<file path="src/design/ols_pkg.sv">
package ols_pkg;

	localparam int CAPACITY = 16;
	localparam int IDX_W    = (CAPACITY > 1) ? $clog2(CAPACITY) : 1;
	localparam int CNT_W    = $clog2(CAPACITY + 1);
	localparam int POS_W    = 4;
	localparam int CMP_W    = (CNT_W > POS_W) ? CNT_W : POS_W;
	localparam int DATA_W   = 32;

	localparam logic [1:0] CMD_APPEND = 2'd0;
	localparam logic [1:0] CMD_INSERT = 2'd1;
	localparam logic [1:0] CMD_DELETE = 2'd2;
	localparam logic [1:0] CMD_SEARCH = 2'd3;

	localparam logic [1:0] ST_OK       = 2'd0;
	localparam logic [1:0] ST_FULL     = 2'd1;
	localparam logic [1:0] ST_RANGE    = 2'd2;
	localparam logic [1:0] ST_NOTFOUND = 2'd3;

	// broadcast to every cell of the chain
	typedef struct packed {
		logic              ins;    // shift up from pos, load value at pos
		logic              del;    // shift down from pos
		logic [CMP_W-1:0]  pos;
		logic [CNT_W-1:0]  fill;   // entries held before this request
		logic [DATA_W-1:0] value;
	} cell_ctrl_t;

endpackage

</file>
<file path="src/design/ordered_list_store_top.sv">
// ordered_list_store_top: bounded ordered list kept in a chain of entry cells.
// Result strobe (done): an accepted start passes the stage 1 and then the stage 2 registers.
// Throughput: one request per cycle; busy stays low, every cell shifts or
// compares in the same cycle, and the first-match encode sits in the second stage.
// Reset (arst_n low, asynchronous): list empty, no result pending.
// The receiver cannot stall: each result is shown for exactly one cycle.
module ordered_list_store_top (
	input  logic        clk,
	input  logic        arst_n,
	input  logic        start,
	output logic        busy,
	input  logic [1:0]  cmd,
	input  logic [3:0]  position,
	input  logic signed [31:0] value,
	output logic        done,
	output logic [1:0]  status,
	output logic [3:0]  found_index,
	output logic [4:0]  count
);

	localparam int CAP = ols_pkg::CAPACITY;

	// fill count of the list
	logic [ols_pkg::CNT_W-1:0] fill_q;

	// decode of the request
	logic                      accept;
	logic                      full;
	logic [ols_pkg::CMP_W-1:0] pos_w;
	logic [ols_pkg::CMP_W-1:0] fill_w;
	logic [1:0]                st_now;
	logic [ols_pkg::CNT_W-1:0] fill_next;
	ols_pkg::cell_ctrl_t       ctrl;

	// cell chain
	logic [ols_pkg::DATA_W-1:0] cell_data [CAP];
	logic [CAP-1:0]             cell_match;

	// stage 1
	logic                      vld_s1;
	logic                      srch_s1;
	logic [1:0]                st_s1;
	logic [ols_pkg::CNT_W-1:0] cnt_s1;
	logic [CAP-1:0]            match_s1;

	// stage 2 / result registers
	logic                      done_q;
	logic [1:0]                status_q;
	logic [3:0]                found_q;
	logic [4:0]                count_q;

	// first-match encode
	logic [ols_pkg::IDX_W-1:0] hit_idx;
	logic                      hit_any;

	assign busy   = 1'b0;
	assign accept = start && !busy;
	assign full   = (fill_q >= ols_pkg::CNT_W'(CAP));
	assign pos_w  = ols_pkg::CMP_W'(position);
	assign fill_w = ols_pkg::CMP_W'(fill_q);

	// status and shift request; search status is settled in stage 2
	always_comb begin
		st_now     = ols_pkg::ST_OK;
		fill_next  = fill_q;
		ctrl.ins   = 1'b0;
		ctrl.del   = 1'b0;
		ctrl.pos   = pos_w;
		ctrl.fill  = fill_q;
		ctrl.value = value;
		unique case (cmd)
			ols_pkg::CMD_APPEND: begin
				ctrl.pos = fill_w;
				if (full) begin
					st_now = ols_pkg::ST_FULL;
				end else begin
					ctrl.ins  = accept;
					fill_next = fill_q + ols_pkg::CNT_W'(1);
				end
			end
			ols_pkg::CMD_INSERT: begin
				priority if (full) begin
					st_now = ols_pkg::ST_FULL;
				end else if (pos_w > fill_w) begin
					st_now = ols_pkg::ST_RANGE;
				end else begin
					ctrl.ins  = accept;
					fill_next = fill_q + ols_pkg::CNT_W'(1);
				end
			end
			ols_pkg::CMD_DELETE: begin
				if (pos_w >= fill_w) begin
					st_now = ols_pkg::ST_RANGE;
				end else begin
					ctrl.del  = accept;
					fill_next = fill_q - ols_pkg::CNT_W'(1);
				end
			end
			ols_pkg::CMD_SEARCH: begin
				st_now = ols_pkg::ST_OK;
			end
			default: begin
				st_now = ols_pkg::ST_OK;
			end
		endcase
	end

	// chain: each cell sees its lower and upper neighbor; the ends see themselves
	for (genvar i = 0; i < CAP; i++) begin : g_cell
		logic [ols_pkg::DATA_W-1:0] left_d;
		logic [ols_pkg::DATA_W-1:0] right_d;
		if (i == 0) begin : g_lo
			assign left_d = cell_data[i];
		end else begin : g_lo_n
			assign left_d = cell_data[i-1];
		end
		if (i == CAP - 1) begin : g_hi
			assign right_d = cell_data[i];
		end else begin : g_hi_n
			assign right_d = cell_data[i+1];
		end
		ols_cell u_cell (
			.clk        (clk),
			.idx        (ols_pkg::IDX_W'(i)),
			.ctrl       (ctrl),
			.left_data  (left_d),
			.right_data (right_d),
			.data       (cell_data[i]),
			.match      (cell_match[i])
		);
	end

	always_ff @(posedge clk or negedge arst_n) begin
		if (!arst_n) begin
			fill_q <= '0;
			vld_s1 <= 1'b0;
		end else begin
			vld_s1 <= accept;
			if (accept) begin
				fill_q <= fill_next;
			end
		end
	end

	// stage 1 payload
	always_ff @(posedge clk) begin
		if (accept) begin
			srch_s1  <= (cmd == ols_pkg::CMD_SEARCH);
			st_s1    <= st_now;
			cnt_s1   <= fill_next;
			match_s1 <= cell_match;
		end
	end

	// lowest matching index
	always_comb begin
		hit_idx = '0;
		hit_any = |match_s1;
		for (int i = CAP - 1; i >= 0; i--) begin
			if (match_s1[i]) begin
				hit_idx = ols_pkg::IDX_W'(i);
			end
		end
	end

	always_ff @(posedge clk or negedge arst_n) begin
		if (!arst_n) begin
			done_q <= 1'b0;
		end else begin
			done_q <= vld_s1;
		end
	end

	always_ff @(posedge clk) begin
		if (vld_s1) begin
			count_q <= 5'(cnt_s1);
			if (srch_s1) begin
				status_q <= hit_any ? ols_pkg::ST_OK : ols_pkg::ST_NOTFOUND;
				found_q  <= hit_any ? 4'(hit_idx) : 4'd0;
			end else begin
				status_q <= st_s1;
				found_q  <= 4'd0;
			end
		end
	end

	assign done        = done_q;
	assign status      = status_q;
	assign found_index = found_q;
	assign count       = count_q;

	// fill count stays within capacity
	a_fill_bound: assert property (@(posedge clk) disable iff (!arst_n)
		fill_q <= ols_pkg::CNT_W'(CAP))
		else $error("fill count above capacity");

	// a successful append grows the list by one
	a_append_grows: assert property (@(posedge clk) disable iff (!arst_n)
		(accept && cmd == ols_pkg::CMD_APPEND && !full)
		|=> fill_q == $past(fill_q) + ols_pkg::CNT_W'(1))
		else $error("append did not grow the list");

	// a full report is only given with the list at capacity
	a_full_count: assert property (@(posedge clk) disable iff (!arst_n)
		(done && status == ols_pkg::ST_FULL) |-> count == 5'(CAP))
		else $error("full status with list below capacity");

	// a nonzero found index only comes with a successful result
	a_found_ok: assert property (@(posedge clk) disable iff (!arst_n)
		(done && found_index != 4'd0) |-> status == ols_pkg::ST_OK)
		else $error("found index on a failed request");

endmodule

</file>
<file path="src/design/ols_cell.sv">
module ols_cell (
	input  logic                              clk,
	input  logic [ols_pkg::IDX_W-1:0]         idx,
	input  ols_pkg::cell_ctrl_t               ctrl,
	input  logic [ols_pkg::DATA_W-1:0]        left_data,
	input  logic [ols_pkg::DATA_W-1:0]        right_data,
	output logic [ols_pkg::DATA_W-1:0]        data,
	output logic                              match
);

	logic [ols_pkg::CMP_W-1:0] idx_w;
	logic [ols_pkg::CMP_W-1:0] fill_w;
	logic [ols_pkg::DATA_W-1:0] data_q;

	assign idx_w  = ols_pkg::CMP_W'(idx);
	assign fill_w = ols_pkg::CMP_W'(ctrl.fill);

	always_ff @(posedge clk) begin
		if (ctrl.ins) begin
			if (idx_w == ctrl.pos) begin
				data_q <= ctrl.value;
			end else if (idx_w > ctrl.pos) begin
				data_q <= left_data;
			end
		end else if (ctrl.del) begin
			if (idx_w >= ctrl.pos) begin
				data_q <= right_data;
			end
		end
	end

	assign data  = data_q;
	assign match = (data_q == ctrl.value) && (idx_w < fill_w);

endmodule

</file>
<file path="config.mk">
export PLATFORM = sky130hd
export DESIGN_NAME = ordered_list_store_top
export DESIGN_NICKNAME = d
export VERILOG_FILES = /design/src/design/ols_pkg.sv /design/src/design/ordered_list_store_top.sv /design/src/design/ols_cell.sv
export SDC_FILE = /design/constraint.sdc
export NUM_CORES = 2
export LEC_CHECK = 0
export BUFFER_PORTS_ARGS = -buffer_cell sky130_fd_sc_hd__buf_2
export CAP_MARGIN = 10
export CORE_MARGIN = 10
export CORE_UTILIZATION = 60
export CTS_BUF_LIST = sky130_fd_sc_hd__clkbuf_4
export DETAILED_ROUTE_END_ITERATION = 7
export PLACE_DENSITY = 0.79
export SETUP_SLACK_MARGIN = 0.05
export SLEW_MARGIN = 25
export SYNTH_ARGS = -nofsm -noshare
export SYNTH_HDL_FRONTEND = slang
export SYNTH_HIERARCHICAL = 1
export SYNTH_SLANG_ARGS = --single-unit
</file>
<file path="constraint.sdc">
create_clock -name clk -period 4.1 [get_ports clk]
set_input_delay 0.41 -clock clk [delete_from_list [all_inputs] [get_ports clk]]
set_output_delay 0.41 -clock clk [all_outputs]
set_load 0.01 [all_outputs]
</file>
# Yosys cells after proc, flatten, opt, wreduce, memory -nomap -nowiden
# Cells that the tools add are included.
[op_classes]
n_addsub = 2
multipliers = 0
div = 0
n_lt_le_gt_ge = 49
n_eq_ne = 49
shift = 0
n_mux = 110
bitwise = 2
reduce_logical = 56
[op_table]
columns = ["op", "count"]
rows = [
  ["32-bit two-way mux", 76],
  ["32-bit == test", 16],
  ["3-bit AND reduction", 15],
  ["3-bit by 1-bit inequality test with 1-bit output (second input constant)", 14],
  ["4-bit by 5-bit == test with 1-bit output (first input constant)", 8],
  ["4-bit by 5-bit greater-than comparator with 1-bit output (first input constant)", 8],
  ["4-bit by 5-bit < comparator with 1-bit output (first input constant)", 8],
  ["4-bit by 5-bit >= comparator with 1-bit output (first input constant)", 7],
  ["2-bit nonzero test", 17],
  ["4-bit two-way mux", 8],
  ["5-bit two-way mux", 5],
  ["3-bit by 5-bit == test with 1-bit output (first input constant)", 4],
  ["3-bit by 5-bit >= comparator with 1-bit output (first input constant)", 4],
  ["3-bit by 5-bit greater-than comparator with 1-bit output (first input constant)", 4],
  ["3-bit by 5-bit < comparator with 1-bit output (first input constant)", 4],
  ["1-bit logical AND", 16],
  ["16-bit OR reduction", 1],
  ["5-bit one-hot mux with 3 select lines", 1],
  ["2-bit two-way mux", 7],
  ["3-bit two-way mux", 4],
  ["2-bit by 5-bit == test with 1-bit output (first input constant)", 2],
  ["1-bit by 5-bit >= comparator with 1-bit output (first input constant)", 2],
  ["2-bit by 5-bit >= comparator with 1-bit output (first input constant)", 2],
  ["2-bit by 5-bit greater-than comparator with 1-bit output (first input constant)", 2],
  ["23 further kinds", 33],
]
[word_totals]
reg_bits = 554
latchBits = 0
ramBits = 0
romBits = 0
output_inout_bits = 13
elab_cells = 297
n_memories = 0

# Longest topological paths before layout
[depth]
depth_word = 15
depth_mapped = 12
ltp_nobuf = 9

# By module
# The synthesis kept the hierarchy.
[by_module_without_submodules]
columns = ["mod", "n_inst", "cells_each", "area_each_um2", "seq_area_each_um2"]
rows = [
  ["ols_cell (g_cell[15].u_cell ...)", 10, 210, 2203.4, 960.9],
  ["ols_cell (g_cell[0].u_cell ...)", 6, 209, 2182.1, 960.9],
  ["ordered_list_store_top", 1, 152, 2031.9, 1226.2],
]

# Worst setup path after synthesis
# OpenSTA, ideal clock, no wires.
[synth_timing]
kind = "register -> register"
start = "register fill_q[3] (netlist name)"
end = "register g_cell[0].u_cell.data_q, in the netlist g_cell[0].u_cell/data[0] (enable)"
arrival_time_ns = 3.685
required_ns = 3.709
slack_ns = 0.024
stages_incl_launch_ff = 10
period_less_slack_ns = 4.076
path_cell_list = "dfrtp_1 -> inv_1 -> ha_1 -> a21oi_1 -> a21oi_2 -> nor3_2 -> and2_1 -> buf_2 -> buf_1 -> o21a_1"
[synth_rtl]
columns = ["item", "line_no", "rtl"]
rows = [
  ["from (decl)", "ordered_list_store_top.sv:24", "logic [ols_pkg::CNT_W-1:0] fill_q;"],
  ["from (signal assigned)", "ordered_list_store_top.sv:140", "fill_q <= fill_next;"],
  ["to (signal assigned)", "ols_cell.sv:21", "data_q <= ctrl.value;"],
  ["to (signal assigned)", "ols_cell.sv:23", "data_q <= left_data;"],
  ["to (signal assigned)", "ols_cell.sv:27", "data_q <= right_data;"],
  ["to (decl)", "ols_cell.sv:13", "logic [ols_pkg::DATA_W-1:0] data_q;"],
]

==> results_dict.tcl <==
set metrics [dict create \
    status "completed" \
    ir_drop_mv 0.256 \
    path_class "reg -> reg" \
    pwr-share-clk 0.288 \
    max_slew.worst_pin.slew_ps 940 \
    rsz0062_at_grt "no" \
    grt_pass1_vias 28009 \
    avgSynthCellArea_um2 10.6 \
    start_util 0.604 \
    p_leak_nw 18.9 \
    postRouteAntennaNets 0 \
    cap_viol_max_count 0 \
    finalSetupViolCount 0 \
    crit_path_end_kind "register" \
    cts.clk_slew.worst_paths_ps 70 \
    finalMaxSlewViolations 0 \
    io_buffer_count 52 \
    p_sw_frac 0.340 \
    cts-htree-levels 4 \
    clock_path_buffers 3 \
    dp_hpwl_um 69100 \
    io_pins 54 \
    via_per_inst 6.01 \
    power_frac_seq 0.432 \
    drtIter0Drc 2976 \
    synth-async-reset-ratio 0.0126 \
    switching_power_mw 5.91 \
    intPower_mw 11.5 \
    syn_to_final_growth_pct 9.11 \
    drt_wl_total_um 98700 \
    hold_path.class "in -> reg" \
    critical_path_buf_inv_count 3 \
    dp_cells 4409 \
    synth_flop_cell "edfxtp_1" \
    crit_arrival_ps 4240 \
    clkLatencyLatePin_ps 1020 \
    cts_buffers 150 \
    track_usage 0.272 \
    first_pass_iters 6 \
    cts_resized 0 \
    syn_area_um2 37200 \
    antenna_found_initial 9 \
    drc 0 \
    fin_crit_ps 3410 \
    die_area_um2 72300 \
    slew_headroom 0.372 \
    power_density_nw_per_um2 429 \
    final.period_utilization 0.832 \
    die_w_um 269 \
    crit_family "simple AND/OR/NAND/NOR gates" \
    path_cells "inv_1 > ha_1 > a21oi_1 > a21oi_2 > nor3_2 > and2_4 > buf_12 > buf_12 > nor2_1 > a21oi_1" \
    synth_edf_count 547 \
    fillCellCount 4778 \
    vias 28188 \
    critPathMaxFanout 101 \
    yosys.cell_types.count 59 \
    p_comb_frac 0.280 \
    die_h_um 269 \
    postSynthCellCount 3506 \
    final_net_count 3948 \
    start_kind "register" \
    clock-skew-final_ps 54.0 \
    drive_gt1_frac 0.115 \
    crit_slowest_cell "and2_4" \
    critPathMaxStageDelay_ps 640 \
    core_um2 61500 \
    cts_root_buf "clkbuf_4" \
    grt_pass1_wl_um 155000 \
    rows 91 \
    cp.required_ps 4930 \
    tns_ps 0 \
    layoutNonFillerInstCount 4694 \
    hold_viol_final 0 \
    cts_tree "built" \
    ys_warn_count 6 \
    grt_max_degree 170 \
    cts.sinks 554 \
    wl_per_cell_um 21.0 \
    ys_seq_area_frac 0.447 \
    fmax_mhz 293 \
    synth_seq_cells 554 \
    grt_overflow 0 \
    place_congestion 0.872 \
]
## cell usage after synthesis, types with 7 or more instances
| library cell | n | area [µm²] |
|---|---|---|
| a21oi_1 | 569 | 2850 |
| edfxtp_1 | 547 | 16400 |
| nor2_1 | 539 | 2020 |
| mux2i_1 | 512 | 5120 |
| xor2_1 | 390 | 3420 |
| inv_1 | 149 | 559 |
| xnor2_1 | 126 | 1100 |
| ha_1 | 118 | 1480 |
| clkbuf_1 | 100 | 375 |
| nor4_1 | 95 | 594 |
| nand4_1 | 45 | 282 |
| buf_12 | 30 | 601 |
| buf_6 | 30 | 338 |
| nor3_1 | 27 | 135 |
| nand2b_1 | 25 | 156 |
| a21o_1 | 23 | 173 |
| nand3_1 | 18 | 90.1 |
| o2111ai_1 | 16 | 140 |
| a31oi_1 | 11 | 68.8 |
| nand4b_1 | 10 | 87.6 |
| o22a_1 | 10 | 87.6 |
| or2_1 | 10 | 62.6 |
| dfrtp_1 | 7 | 175 |
| nor3b_1 | 7 | 52.6 |
## power by group through the flow
stage               combinational (mW)  clock, mW  sequential [mW]
finish                            4.87       5.01             7.51
floorplan                         3.48          0             7.55
global route                      5.35       5.39             7.56
global placement                  4.56          0             7.62
CTS                               4.77       5.10             7.50
detailed placement                4.74          0             7.62
## metrics by stage
| stage | area, µm² | setup slack (ps) | power [mW] | hold WS (ps) | util |
|---|---|---|---|---|---|
| 2_1_floorplan | 37600 | 258 | 11.0 | 114 | - |
| 5_1_grt | 40500 | 578 | 18.3 | 52.4 | 0.659 |
| 4_1_cts | 40500 | 826 | 17.4 | 11.2 | 0.659 |
| 6_report | 40500 | 690 | 17.4 | 98.7 | 0.659 |
| 3_3_place_gp | 38500 | 624 | 12.2 | 263 | 0.626 |
| 3_5_place_dp | 38500 | 528 | 12.4 | 261 | 0.626 |
## kinds of logic (layout without fill, tap and decap cells)
logic type,Yosys count,count (layout),synth area share
flops,554,554,0.447
compound gates,665,665,0.0972
xor+xnor,516,516,0.122
mux,516,516,0.139
fa+ha+maj,118,118,0.0397
other cells,2,136,0.000202
buf+inv,323,587,0.0522
simple gates,812,812,0.103
## cell type report
cell class / instances / area [µm²] / area share
Tap cell: 790 / 988 / 0.0244
Timing Repair Buffer: 178 / 1390 / 0.0343
Sequential cell: 554 / 16600 / 0.409
Multi-Input combinational cell: 2756 / 19100 / 0.472
Clock buffer: 222 / 1670 / 0.0411
Clock inverter: 38 / 205 / 0.00506
Inverter: 149 / 559 / 0.0138
Antenna cell: 7 / 17.5 / 0.000432
## worst paths after layout
path	start	to	slack, ps	depth (start not counted)
worst max register to register	fill_q[3]	g_cell[13].u_cell/data[15]	690	10
worst max-delay path	fill_q[3]	g_cell[13].u_cell/data[15]	690	10
min in group asynchronous	arst_n	fill_q[3]	420	3
worst min-delay path	value[19]	g_cell[13].u_cell/data[19]	100	3
max in group asynchronous	arst_n	fill_q[1]	3400	3
worst min register to register	cnt_s1[4]	count[4]	430	0
## cell usage in the layout, fill, tap and decap left out, drive strengths merged, types with 3 or more instances in the layout
cell and count:
nor3b 7, clkinv 29, nand4b 10, nor2b 10, inv 155, o2111ai 16
mux2 4, mux2i 512, diode 7, a21oi 571, o21a 6, buf 160
dfrtp 7, o22a 10, ha 118, nand2 6, a21o 23, a31oi 11
a41o 6, dlygate4sd3 18, clkbuf 222, conb 129, o21ai 10, xnor2 126
nor3 29, nor2 540, nand3 18, nor4 96, nand2b 25, or2 10
edfxtp 547, nand4 51, xor2 390, nor4b 3
## what timing repair did
item / in CTS / in global routing
hold buffers: 18 / 0
setup buffers: 0 / 0
endpoints found under the hold margin: 85 / 0
## routing by layer
layer | part of all wire | track usage
met1 | 0.40 | 0.347
met2 | 0.48 | 0.449
met3 | 0.084 | 0.0537
met4 | 0.033 | 0.111
met5 | 0.00025 | 0
## sequential cells by signal, indices dropped and copies added, names as in the netlist
signal and cells:
status 2, srch_s1 1, st_s1 2, match_s1 16, count 5, found_index 4
fill_q 5, done 1, cnt_s1 5, g_cell.u_cell/data 512, vld_s1 1
## tightest hold or removal path, delay by kind of cell
family	cells	cell delay (ps)
mux	1	180
buf+inv	1	230
compound gates	1	80
Power figures use the tool's default switching activity.
